## src/sv/sps_pkg.sv

```systemverilog
// Shared types, register codes, constants and helper functions for the sonar pan
// sector scanner. No dependencies; imported by every module of the block.
`default_nettype none

package sps_pkg;

	// Fixed sector geometry and limits
	localparam int unsigned SECTOR_COUNT = 3;
	localparam int unsigned TIME_BITS_DEF = 32;
	localparam logic [7:0] CENTER_ANGLE = 8'd90;
	localparam logic [7:0] MAX_ANGLE = 8'd180;
	localparam logic [8:0] RANGE_MIN = 9'd1;
	localparam logic [8:0] RANGE_MAX = 9'd500;

	// Configuration register indexes
	typedef enum logic [2:0] {
		REG_SONAR_ENABLE   = 3'd0,
		REG_AUTO_PAN       = 3'd1,
		REG_MANUAL_ANGLE   = 3'd2,
		REG_STEP_DEGREES   = 3'd3,
		REG_STEP_INTERVAL  = 3'd4,
		REG_SETTLE         = 3'd5,
		REG_MAX_DISTANCE   = 3'd6
	} cfg_reg_t;

	localparam int unsigned CFG_DATA_BITS = 10;

	// Reset values of the registers
	localparam logic       RST_SONAR_ENABLE = 1'b1;
	localparam logic       RST_AUTO_PAN = 1'b1;
	localparam logic [7:0] RST_MANUAL_ANGLE = 8'd90;
	localparam logic [7:0] RST_STEP_DEGREES = 8'd2;
	localparam logic [9:0] RST_STEP_INTERVAL = 10'd20;
	localparam logic [9:0] RST_SETTLE = 10'd140;
	localparam logic [8:0] RST_MAX_DISTANCE = 9'd200;

	typedef struct packed {
		logic       sonar_enable;
		logic       auto_pan;
		logic [7:0] manual_angle;
		logic [7:0] step_degrees;
		logic [9:0] step_interval_ms;
		logic [9:0] settle_ms;
		logic [8:0] max_distance_cm;
	} cfg_t;

	// One result item
	typedef struct packed {
		logic [7:0] pan_angle;
		logic [8:0] left_cm;
		logic [8:0] right_cm;
		logic [8:0] closest_cm;
		logic       sample_taken;
	} res_t;

	typedef struct packed {
		logic [8:0] left_cm;
		logic [8:0] right_cm;
		logic [8:0] closest_cm;
	} held_t;

	// Sector target angles: left, center, right
	function automatic logic [7:0] sector_angle(input logic [1:0] idx);
		logic [7:0] a;
		case (idx)
			2'd1:    a = 8'd90;
			2'd2:    a = 8'd160;
			default: a = 8'd20;
		endcase
		return a;
	endfunction

	// Sensor range saturated to 1..500
	function automatic logic [8:0] range_cm(input logic [8:0] m);
		logic [8:0] r;
		if (m < RANGE_MIN) begin
			r = RANGE_MIN;
		end else if (m > RANGE_MAX) begin
			r = RANGE_MAX;
		end else begin
			r = m;
		end
		return r;
	endfunction

	function automatic logic [7:0] clamp_angle(input logic [7:0] a);
		return (a > MAX_ANGLE) ? MAX_ANGLE : a;
	endfunction

	// Nearer of two echoes; no echo or out of range counts as far
	function automatic logic [8:0] combine_echo(input logic [8:0] a, input logic [8:0] b,
			input logic [8:0] far);
		logic [8:0] x;
		logic [8:0] y;
		x = (a == 9'd0 || a > far) ? far : a;
		y = (b == 9'd0 || b > far) ? far : b;
		return (x < y) ? x : y;
	endfunction

	// Reported distances, far shown as zero
	function automatic held_t held_of(input logic [8:0] d0, input logic [8:0] d1,
			input logic [8:0] d2, input logic [8:0] rng);
		held_t h;
		logic [8:0] n;
		n = d0;
		if (d1 < n) n = d1;
		if (d2 < n) n = d2;
		h.left_cm = (d0 <= rng) ? d0 : 9'd0;
		h.right_cm = (d2 <= rng) ? d2 : 9'd0;
		h.closest_cm = (n <= rng) ? n : 9'd0;
		return h;
	endfunction

endpackage

`default_nettype wire

```

## src/sv/sps_cfg_regs.sv

```systemverilog
// Configuration register file of the sonar pan sector scanner, with a one-cycle
// scan re-initialization pulse after each valid write to a listed index. Depends on sps_pkg.
`default_nettype none

module sps_cfg_regs (
	input  wire                                  clk,
	input  wire                                  arst_n,
	input  wire                                  cfg_valid,
	output logic                                 cfg_ready,
	input  wire  [2:0]                           cfg_index,
	input  wire  [sps_pkg::CFG_DATA_BITS-1:0]    cfg_data,
	output sps_pkg::cfg_t                        cfg,
	output logic                                 reinit
);
	import sps_pkg::*;

	cfg_t cfg_q;
	logic reinit_q;
	logic wr;
	logic known;

	assign cfg_ready = 1'b1;
	assign wr = cfg_valid && cfg_ready;

	// Only listed register indexes take a write
	always_comb begin
		case (cfg_reg_t'(cfg_index))
			REG_SONAR_ENABLE, REG_AUTO_PAN, REG_MANUAL_ANGLE, REG_STEP_DEGREES,
			REG_STEP_INTERVAL, REG_SETTLE, REG_MAX_DISTANCE: known = 1'b1;
			default: known = 1'b0;
		endcase
	end

	// Register writes; unknown indexes are dropped without a reinit
	always_ff @(posedge clk or negedge arst_n) begin
		if (!arst_n) begin
			cfg_q.sonar_enable <= RST_SONAR_ENABLE;
			cfg_q.auto_pan <= RST_AUTO_PAN;
			cfg_q.manual_angle <= RST_MANUAL_ANGLE;
			cfg_q.step_degrees <= RST_STEP_DEGREES;
			cfg_q.step_interval_ms <= RST_STEP_INTERVAL;
			cfg_q.settle_ms <= RST_SETTLE;
			cfg_q.max_distance_cm <= RST_MAX_DISTANCE;
			reinit_q <= 1'b0;
		end else begin
			reinit_q <= wr && known;
			if (wr) begin
				case (cfg_reg_t'(cfg_index))
					REG_SONAR_ENABLE:  cfg_q.sonar_enable <= cfg_data[0];
					REG_AUTO_PAN:      cfg_q.auto_pan <= cfg_data[0];
					REG_MANUAL_ANGLE:  cfg_q.manual_angle <= cfg_data[7:0];
					REG_STEP_DEGREES:  cfg_q.step_degrees <= cfg_data[7:0];
					REG_STEP_INTERVAL: cfg_q.step_interval_ms <= cfg_data[9:0];
					REG_SETTLE:        cfg_q.settle_ms <= cfg_data[9:0];
					REG_MAX_DISTANCE:  cfg_q.max_distance_cm <= cfg_data[8:0];
					default:           ;
				endcase
			end
		end
	end

	assign cfg = cfg_q;
	assign reinit = reinit_q;

endmodule

`default_nettype wire

```

## src/sv/sps_scan_core.sv

```systemverilog
// Scan state and single-pass update logic: pan stepping, settle wait, sector
// store and held distances. Depends on sps_pkg.
`default_nettype none

module sps_scan_core #(
	parameter int unsigned TIME_BITS = sps_pkg::TIME_BITS_DEF
) (
	input  wire                    clk,
	input  wire                    arst_n,
	input  wire sps_pkg::cfg_t     cfg,
	input  wire                    reinit,
	input  wire                    adv,
	input  wire  [TIME_BITS-1:0]   now,
	input  wire  [8:0]             echo_a,
	input  wire  [8:0]             echo_b,
	output sps_pkg::res_t          res
);
	import sps_pkg::*;

	// Scan state
	logic [7:0]           cur_q, tgt_q;
	logic [1:0]           idx_q;
	logic                 wait_q, stepv_q;
	logic [TIME_BITS-1:0] last_step_q, moved_q;
	logic [8:0]           sd_q [SECTOR_COUNT];

	// Next-state values
	logic [7:0]           cur_n, tgt_n;
	logic [1:0]           idx_n, idx;
	logic                 wait_n, stepv_n, taken;
	logic [TIME_BITS-1:0] last_step_n, moved_n;
	logic [8:0]           sd_n [SECTOR_COUNT];

	logic [8:0]           rng, far, echo;
	logic [7:0]           step, gap_deg, reinit_angle;
	logic [TIME_BITS-1:0] since_step, since_move;
	held_t                held;

	assign rng = range_cm(cfg.max_distance_cm);
	assign far = rng + 9'd1;
	assign echo = combine_echo(echo_a, echo_b, far);
	assign idx = (idx_q < 2'(SECTOR_COUNT)) ? idx_q : 2'd0;
	assign step = (cfg.step_degrees == 8'd0) ? 8'd1 : cfg.step_degrees;
	assign gap_deg = (tgt_q > cur_q) ? (tgt_q - cur_q) : (cur_q - tgt_q);
	assign since_step = now - last_step_q;
	assign since_move = now - moved_q;
	assign reinit_angle = (cfg.sonar_enable && !cfg.auto_pan) ?
		clamp_angle(cfg.manual_angle) : CENTER_ANGLE;

	// One pass of the scan loop
	always_comb begin
		cur_n = cur_q;
		tgt_n = tgt_q;
		idx_n = idx_q;
		wait_n = wait_q;
		stepv_n = stepv_q;
		last_step_n = last_step_q;
		moved_n = moved_q;
		taken = 1'b0;
		for (int i = 0; i < SECTOR_COUNT; i++) begin
			sd_n[i] = sd_q[i];
		end
		if (cfg.sonar_enable) begin
			if (!cfg.auto_pan) begin
				// manual mode fills the center sector every pass
				sd_n[1] = echo;
				taken = 1'b1;
			end else if (!wait_q) begin
				// pick the next target
				tgt_n = sector_angle(idx);
				if (cur_q == sector_angle(idx)) moved_n = now;
				stepv_n = 1'b0;
				wait_n = 1'b1;
			end else if (cur_q != tgt_q) begin
				// step toward target, rate limited
				if (!stepv_q || since_step >= TIME_BITS'(cfg.step_interval_ms)) begin
					if (gap_deg <= step) begin
						cur_n = tgt_q;
					end else if (tgt_q > cur_q) begin
						cur_n = cur_q + step;
					end else begin
						cur_n = cur_q - step;
					end
					last_step_n = now;
					stepv_n = 1'b1;
					moved_n = now;
				end
			end else if (since_move >= TIME_BITS'(cfg.settle_ms)) begin
				// settled: store the sector and move on
				for (int i = 0; i < SECTOR_COUNT; i++) begin
					if (idx == 2'(i)) sd_n[i] = echo;
				end
				idx_n = (idx == 2'(SECTOR_COUNT - 1)) ? 2'd0 : idx + 2'd1;
				wait_n = 1'b0;
				taken = 1'b1;
			end
		end
	end

	// Result of this pass from the updated state
	always_comb begin
		held = held_of(sd_n[0], sd_n[1], sd_n[2], rng);
		res.pan_angle = cur_n;
		res.left_cm = held.left_cm;
		res.right_cm = held.right_cm;
		res.closest_cm = held.closest_cm;
		res.sample_taken = taken;
	end

	// State registers; reinit has priority over a pass
	always_ff @(posedge clk or negedge arst_n) begin
		if (!arst_n) begin
			cur_q <= CENTER_ANGLE;
			tgt_q <= CENTER_ANGLE;
			idx_q <= 2'd0;
			wait_q <= 1'b0;
			stepv_q <= 1'b0;
			last_step_q <= '0;
			moved_q <= '0;
			for (int i = 0; i < SECTOR_COUNT; i++) begin
				sd_q[i] <= range_cm(RST_MAX_DISTANCE) + 9'd1;
			end
		end else if (reinit) begin
			cur_q <= reinit_angle;
			tgt_q <= reinit_angle;
			idx_q <= 2'd0;
			wait_q <= 1'b0;
			stepv_q <= 1'b0;
			last_step_q <= '0;
			for (int i = 0; i < SECTOR_COUNT; i++) begin
				sd_q[i] <= far;
			end
		end else if (adv) begin
			cur_q <= cur_n;
			tgt_q <= tgt_n;
			idx_q <= idx_n;
			wait_q <= wait_n;
			stepv_q <= stepv_n;
			last_step_q <= last_step_n;
			moved_q <= moved_n;
			for (int i = 0; i < SECTOR_COUNT; i++) begin
				sd_q[i] <= sd_n[i];
			end
		end
	end

endmodule

`default_nettype wire

```

## src/sv/sonar_pan_sector_scanner.sv

```systemverilog
// Sonar pan sector scanner: one item per cycle while out_stall is low; an accepted
// item passes the input register, then the scan update, then the result register,
// which raises out_valid. Throughput is one item per clock while out_stall is low;
// the scan update sits between the two registers.
// A write to a listed configuration register re-initializes the scan state on the following cycle.
// arst_n clears all control state and loads register and scan reset values.
`default_nettype none

module sonar_pan_sector_scanner #(
	parameter int unsigned TIME_BITS = sps_pkg::TIME_BITS_DEF
) (
	input  wire                                 clk,
	input  wire                                 arst_n,
	input  wire                                 in_valid,
	output logic                                in_stall,
	input  wire  [31:0]                         now_ms,
	input  wire  [8:0]                          echo_a_cm,
	input  wire  [8:0]                          echo_b_cm,
	output logic                                out_valid,
	input  wire                                 out_stall,
	output logic [7:0]                          pan_angle,
	output logic [8:0]                          left_cm,
	output logic [8:0]                          right_cm,
	output logic [8:0]                          closest_cm,
	output logic                                sample_taken,
	input  wire                                 cfg_valid,
	output logic                                cfg_ready,
	input  wire  [2:0]                          cfg_index,
	input  wire  [sps_pkg::CFG_DATA_BITS-1:0]   cfg_data
);
	import sps_pkg::*;

	cfg_t                 cfg;
	logic                 reinit;
	logic                 valid_s1;
	logic [TIME_BITS-1:0] now_s1;
	logic [8:0]           echo_a_s1, echo_b_s1;
	logic                 out_valid_q;
	res_t                 res_n, res_q;
	logic                 out_free, adv, in_take;

	// Handshake: stage 1 moves on whenever the result register is free or drains
	assign out_free = !out_valid_q || !out_stall;
	assign adv = valid_s1 && out_free;
	assign in_stall = valid_s1 && !out_free;
	assign in_take = in_valid && !in_stall;

	sps_cfg_regs u_cfg (
		.clk       (clk),
		.arst_n    (arst_n),
		.cfg_valid (cfg_valid),
		.cfg_ready (cfg_ready),
		.cfg_index (cfg_index),
		.cfg_data  (cfg_data),
		.cfg       (cfg),
		.reinit    (reinit)
	);

	sps_scan_core #(.TIME_BITS(TIME_BITS)) u_core (
		.clk    (clk),
		.arst_n (arst_n),
		.cfg    (cfg),
		.reinit (reinit),
		.adv    (adv),
		.now    (now_s1),
		.echo_a (echo_a_s1),
		.echo_b (echo_b_s1),
		.res    (res_n)
	);

	// Input register
	always_ff @(posedge clk or negedge arst_n) begin
		if (!arst_n) begin
			valid_s1 <= 1'b0;
		end else if (in_take) begin
			valid_s1 <= 1'b1;
		end else if (adv) begin
			valid_s1 <= 1'b0;
		end
	end

	always_ff @(posedge clk) begin
		if (in_take) begin
			now_s1 <= now_ms[TIME_BITS-1:0];
			echo_a_s1 <= echo_a_cm;
			echo_b_s1 <= echo_b_cm;
		end
	end

	// Result register
	always_ff @(posedge clk or negedge arst_n) begin
		if (!arst_n) begin
			out_valid_q <= 1'b0;
		end else if (out_free) begin
			out_valid_q <= adv;
		end
	end

	always_ff @(posedge clk) begin
		if (adv) begin
			res_q <= res_n;
		end
	end

	assign out_valid = out_valid_q;
	assign pan_angle = res_q.pan_angle;
	assign left_cm = res_q.left_cm;
	assign right_cm = res_q.right_cm;
	assign closest_cm = res_q.closest_cm;
	assign sample_taken = res_q.sample_taken;

`ifndef SYNTH
	// Input side only stalls when stage 1 holds an item
	a_stall_needs_item: assert property (@(posedge clk) disable iff (!arst_n)
		in_stall |-> valid_s1)
		else $error("in_stall raised with empty stage 1");

	// A pass leaves the pan angle within range
	a_angle_range: assert property (@(posedge clk) disable iff (!arst_n)
		out_valid |-> pan_angle <= MAX_ANGLE)
		else $error("pan angle beyond 180");

	// Nearest distance never exceeds a known left or right distance
	a_closest_left: assert property (@(posedge clk) disable iff (!arst_n)
		(out_valid && left_cm != 9'd0) |-> (closest_cm != 9'd0 && closest_cm <= left_cm))
		else $error("closest above left distance");

	a_closest_right: assert property (@(posedge clk) disable iff (!arst_n)
		(out_valid && right_cm != 9'd0) |-> (closest_cm != 9'd0 && closest_cm <= right_cm))
		else $error("closest above right distance");
`endif

endmodule

`default_nettype wire
```

## config.mk

```make
export PLATFORM = sky130hd
export DESIGN_NAME = sonar_pan_sector_scanner
export DESIGN_NICKNAME = d
export VERILOG_FILES = /design/src/sv/sps_pkg.sv /design/src/sv/sps_cfg_regs.sv /design/src/sv/sps_scan_core.sv /design/src/sv/sonar_pan_sector_scanner.sv
export SDC_FILE = /design/constraint.sdc
export NUM_CORES = 1
export LEC_CHECK = 0
export BUFFER_PORTS_ARGS = -buffer_cell sky130_fd_sc_hd__buf_2
export CORE_UTILIZATION = 44
export DETAILED_ROUTE_END_ITERATION = 16
export PLACE_DENSITY = 0.72
export SYNTH_ARGS = -nofsm -noshare
export SYNTH_HDL_FRONTEND = slang
export SYNTH_SLANG_ARGS = --single-unit
```

## constraint.sdc

```tcl
create_clock -name clk -period 32.4 [get_ports clk]
set_input_delay 6.48 -clock clk [delete_from_list [all_inputs] [get_ports clk]]
set_output_delay 6.48 -clock clk [all_outputs]
set_load 0.005 [all_outputs]
```

==> results.sh <==
export IMPL_ctsResizeCount=0
export IMPL_cp_start_kind="flip-flop"
export IMPL_drc=0
export IMPL_num_vias=14500
export IMPL_cts_tree="done"
export IMPL_finalCriticalPeriod_ns=13.50
export IMPL_cts_made_buffers=30
export IMPL_area_growth_pct=11.38
export IMPL_setup_violations_final=0
export IMPL_gp_congestion=0.9672
export IMPL_timing_fmax_mhz=74.05
export IMPL_status="completed"
export IMPL_cap_violations=0
export IMPL_portBuffers=105
export IMPL_synthArstFlopShare_pct=65.18
export IMPL_hold_viol=0
export IMPL_powerDensity_nw_per_um2=79.29
export IMPL_yosysTopAreaCell="dfrtp_1"
export IMPL_syn_inst=1902
export IMPL_synth_avg_cell_area_um2=9.482
export IMPL_globalRouteOverflowTotal=0
export IMPL_cp_slowest_cell="nor2_1"
export IMPL_crit_buf_inv=3
export IMPL_ant_nets=0
export IMPL_cts_sinks=247
export IMPL_synth_top_area_share_pct=17.48
export IMPL_synth_area_leaders="dfrtp_1 17%, edfxtp_1 14%, ha_1 12%, dfstp_2 5.1%, mux2_2 4.6%"
export IMPL_p_leak_nw=8.596
export IMPL_cp_max_fo=16
export IMPL_startpoint="u_cfg.cfg[8]"
export IMPL_routed_wl_mm=45.57
export IMPL_cts_hold_buf=0
export IMPL_synth_flop_cell="dfrtp_1"
export IMPL_critPathArrivalTime_ns=13.91
export IMPL_finClkSkew_ns=0.01187
export IMPL_ys_top_cells_by_count="196 x inv_1, 174 x ha_1, 174 x nor2_1, 143 x a21oi_1, 126 x dfrtp_1"
export IMPL_hold_ws_ns=0.5062
export IMPL_start_util_pct=44.98
export IMPL_vias_per_cell=5.697
export IMPL_diodes=0
export IMPL_crit_type="flip-flop to flip-flop"
export IMPL_path_clk_slew_ns=0.06
export IMPL_cts_setup_buffers=0
export IMPL_antenna_found_initial=0
export IMPL_fin_setup_tns_ns=0
export IMPL_fp_row_count=73
export IMPL_fin_nets=2244
export IMPL_slew_violations=0
export IMPL_core_area_um2=40100
export IMPL_synth_most_common_cell="inv_1"
export IMPL_first_pass_iters=7
export IMPL_grt_pass1_vias=14040
export IMPL_drive_gt1_share_pct=16.14
export IMPL_drt_iter0_markers=940
export IMPL_r2r_start="u_cfg.cfg[8]"
export IMPL_dieArea_um2=41800
export IMPL_fp_dieW_um=204.5
export IMPL_required_ns=32.81
export IMPL_hp_start="u_core.moved_q[11]"
export IMPL_crit_path_max_incr_delay_ns=0.73
export IMPL_hp_class="flip-flop to flip-flop"
export IMPL_clkLatencyLatePin_ns=0.58
export IMPL_synthDistinctLibCells=104
export IMPL_slew_limit_headroom_pct=23.51
export IMPL_ys_seq_area_share_pct=36.90
export IMPL_syn_num_nets=2149
export IMPL_synth_warnings=0
export IMPL_syn_area_um2=18030
export IMPL_tightest_slew_ns=1.145
export IMPL_ctsHtreeMaxLevel=1
export IMPL_grt_usage_pct=22.07
export IMPL_timing_critical_path_mode_cell="a21oi_1"
export IMPL_synth_edf_count=86
export IMPL_cts_path_max_buffers=3
export IMPL_peakVddDrop_mv=0.04331
export IMPL_finalCritPeriodShare_pct=41.68
export IMPL_ys_ff_latch=247
export IMPL_rsz0062_at_grt="false"
export IMPL_grt_max_degree=95
export IMPL_io_pins=107
export IMPL_grt_first_pass_wirelength_mm=73.73
export IMPL_hpwl_mm=35.05
export IMPL_endpoint_kind="flip-flop"
export IMPL_routedWlPerCell_um=17.90
export IMPL_die_h_um=204.5
export IMPL_root_buffer="clkbuf_16"
export IMPL_crit_family="compound AO/OA/AOI/OAI gates"
[area by class of cell]
cell class,count,area (um2)
fillers,3691,20010
multi-input cells,1405,10430
clock inverters,11,87.58
clock buffers,44,905.9
repair buffers,115,606.8
inverters,198,743.2
well taps,525,656.9
flip-flops and latches,247,6656
[registers in the layout (all words and copies together) (netlist names)]
| register | flops |
|---|---|
| closest_cm | 9 |
| echo_a_s1 | 9 |
| echo_b_s1 | 9 |
| left_cm | 9 |
| now_s1 | 32 |
| out_valid | 1 |
| pan_angle | 8 |
| right_cm | 9 |
| sample_taken | 1 |
| u_cfg.cfg | 47 |
| u_cfg.reinit | 1 |
| u_core.cur_q | 8 |
| u_core.idx_q | 2 |
| u_core.last_step_q | 32 |
| u_core.moved_q | 32 |
| u_core.sd_q | 27 |
| u_core.stepv_q | 1 |
| u_core.tgt_q | 8 |
| u_core.wait_q | 1 |
| valid_s1 | 1 |
[metrics by stage]
step / worst slack, ns / std cells / utilization [%] / power, W / instance area, um2
after floorplan: 19.29 / 1902 / - / 0.001064 / 18030
after global placement: 19.06 / 2490 / 47.62 / 0.001236 / 19090
after detailed placement: 18.93 / 2490 / 47.62 / 0.001257 / 19090
after CTS: 18.91 / 2545 / 50.10 / 0.001597 / 20090
after global routing: 17.43 / 2545 / 50.10 / 0.001720 / 20090
final: 18.90 / 2545 / 50.10 / 0.001593 / 20090
[routing by layer]
metal	share of wire (%)	up-vias	global-route usage, %
li1	-	7089	-
met1	43	6931	28.06
met2	49	392	38.35
met3	4.6	87	2.870
met4	3.4	0	7.543
met5	0	-	0
[cells in the final DEF, fill, tap and decap left out, types with 7 or more instances in the layout]
master,Yosys,layout
o21a_1,18,18
a21oi_1,143,142
xor2_1,18,18
xnor2_1,41,41
mux2_2,74,74
nor4_1,15,15
buf_2,6,104
o21ai_1,8,8
clkbuf_16,0,32
nor3_1,31,30
inv_1,196,196
and3_1,9,9
nand2b_1,24,24
a2111oi_0,7,7
ha_1,174,174
buf_4,2,10
mux2i_1,82,82
dfrtp_1,126,125
a31oi_1,12,12
dfstp_2,35,35
o211ai_1,10,10
a211oi_1,28,27
nand3_1,29,29
o31ai_1,12,12
a21o_1,36,36
nand4_1,27,27
o22ai_1,12,12
nor2_1,174,173
nor2b_1,32,32
o21bai_1,10,10
nand2_1,108,108
edfxtp_1,86,86
and2_1,9,8
o21ai_0,108,108
[final timing paths]
path	slack [ns]	cells after the start	end
setup / recovery	18.90	62	closest_cm[0]
hold / removal	0.51	1	u_core.moved_q[11]
setup reg to reg	18.90	62	closest_cm[0]
hold reg to reg	0.51	1	u_core.moved_q[11]
max in group asynchronous	24.91	2	u_cfg.reinit
min in group asynchronous	5.95	1	u_core.moved_q[18]
[logic make-up after synthesis]
kind of cell / after synthesis / synth area share [%]
flip-flops: 247 / 36.90
AND/OR/NAND/NOR: 512 / 14.23
XOR/XNOR: 60 / 2.990
other: 1 / 0.02079
adder cells (fa/ha/maj): 181 / 12.74
AO/OA/AOI/OAI: 491 / 18.01
multiplexers: 160 / 9.671
buffers and inverters: 250 / 5.432
[where the power goes]
part	internal (W)	leakage, nW	total [W]	switching (W)
Sequential	0.000397	2.84	0.000438	0.0000415
Clock	0.000200	0.493	0.000332	0.000132
Combinational	0.000339	5.26	0.000823	0.000483
Note: power is estimated with default switching activity, not from simulation.
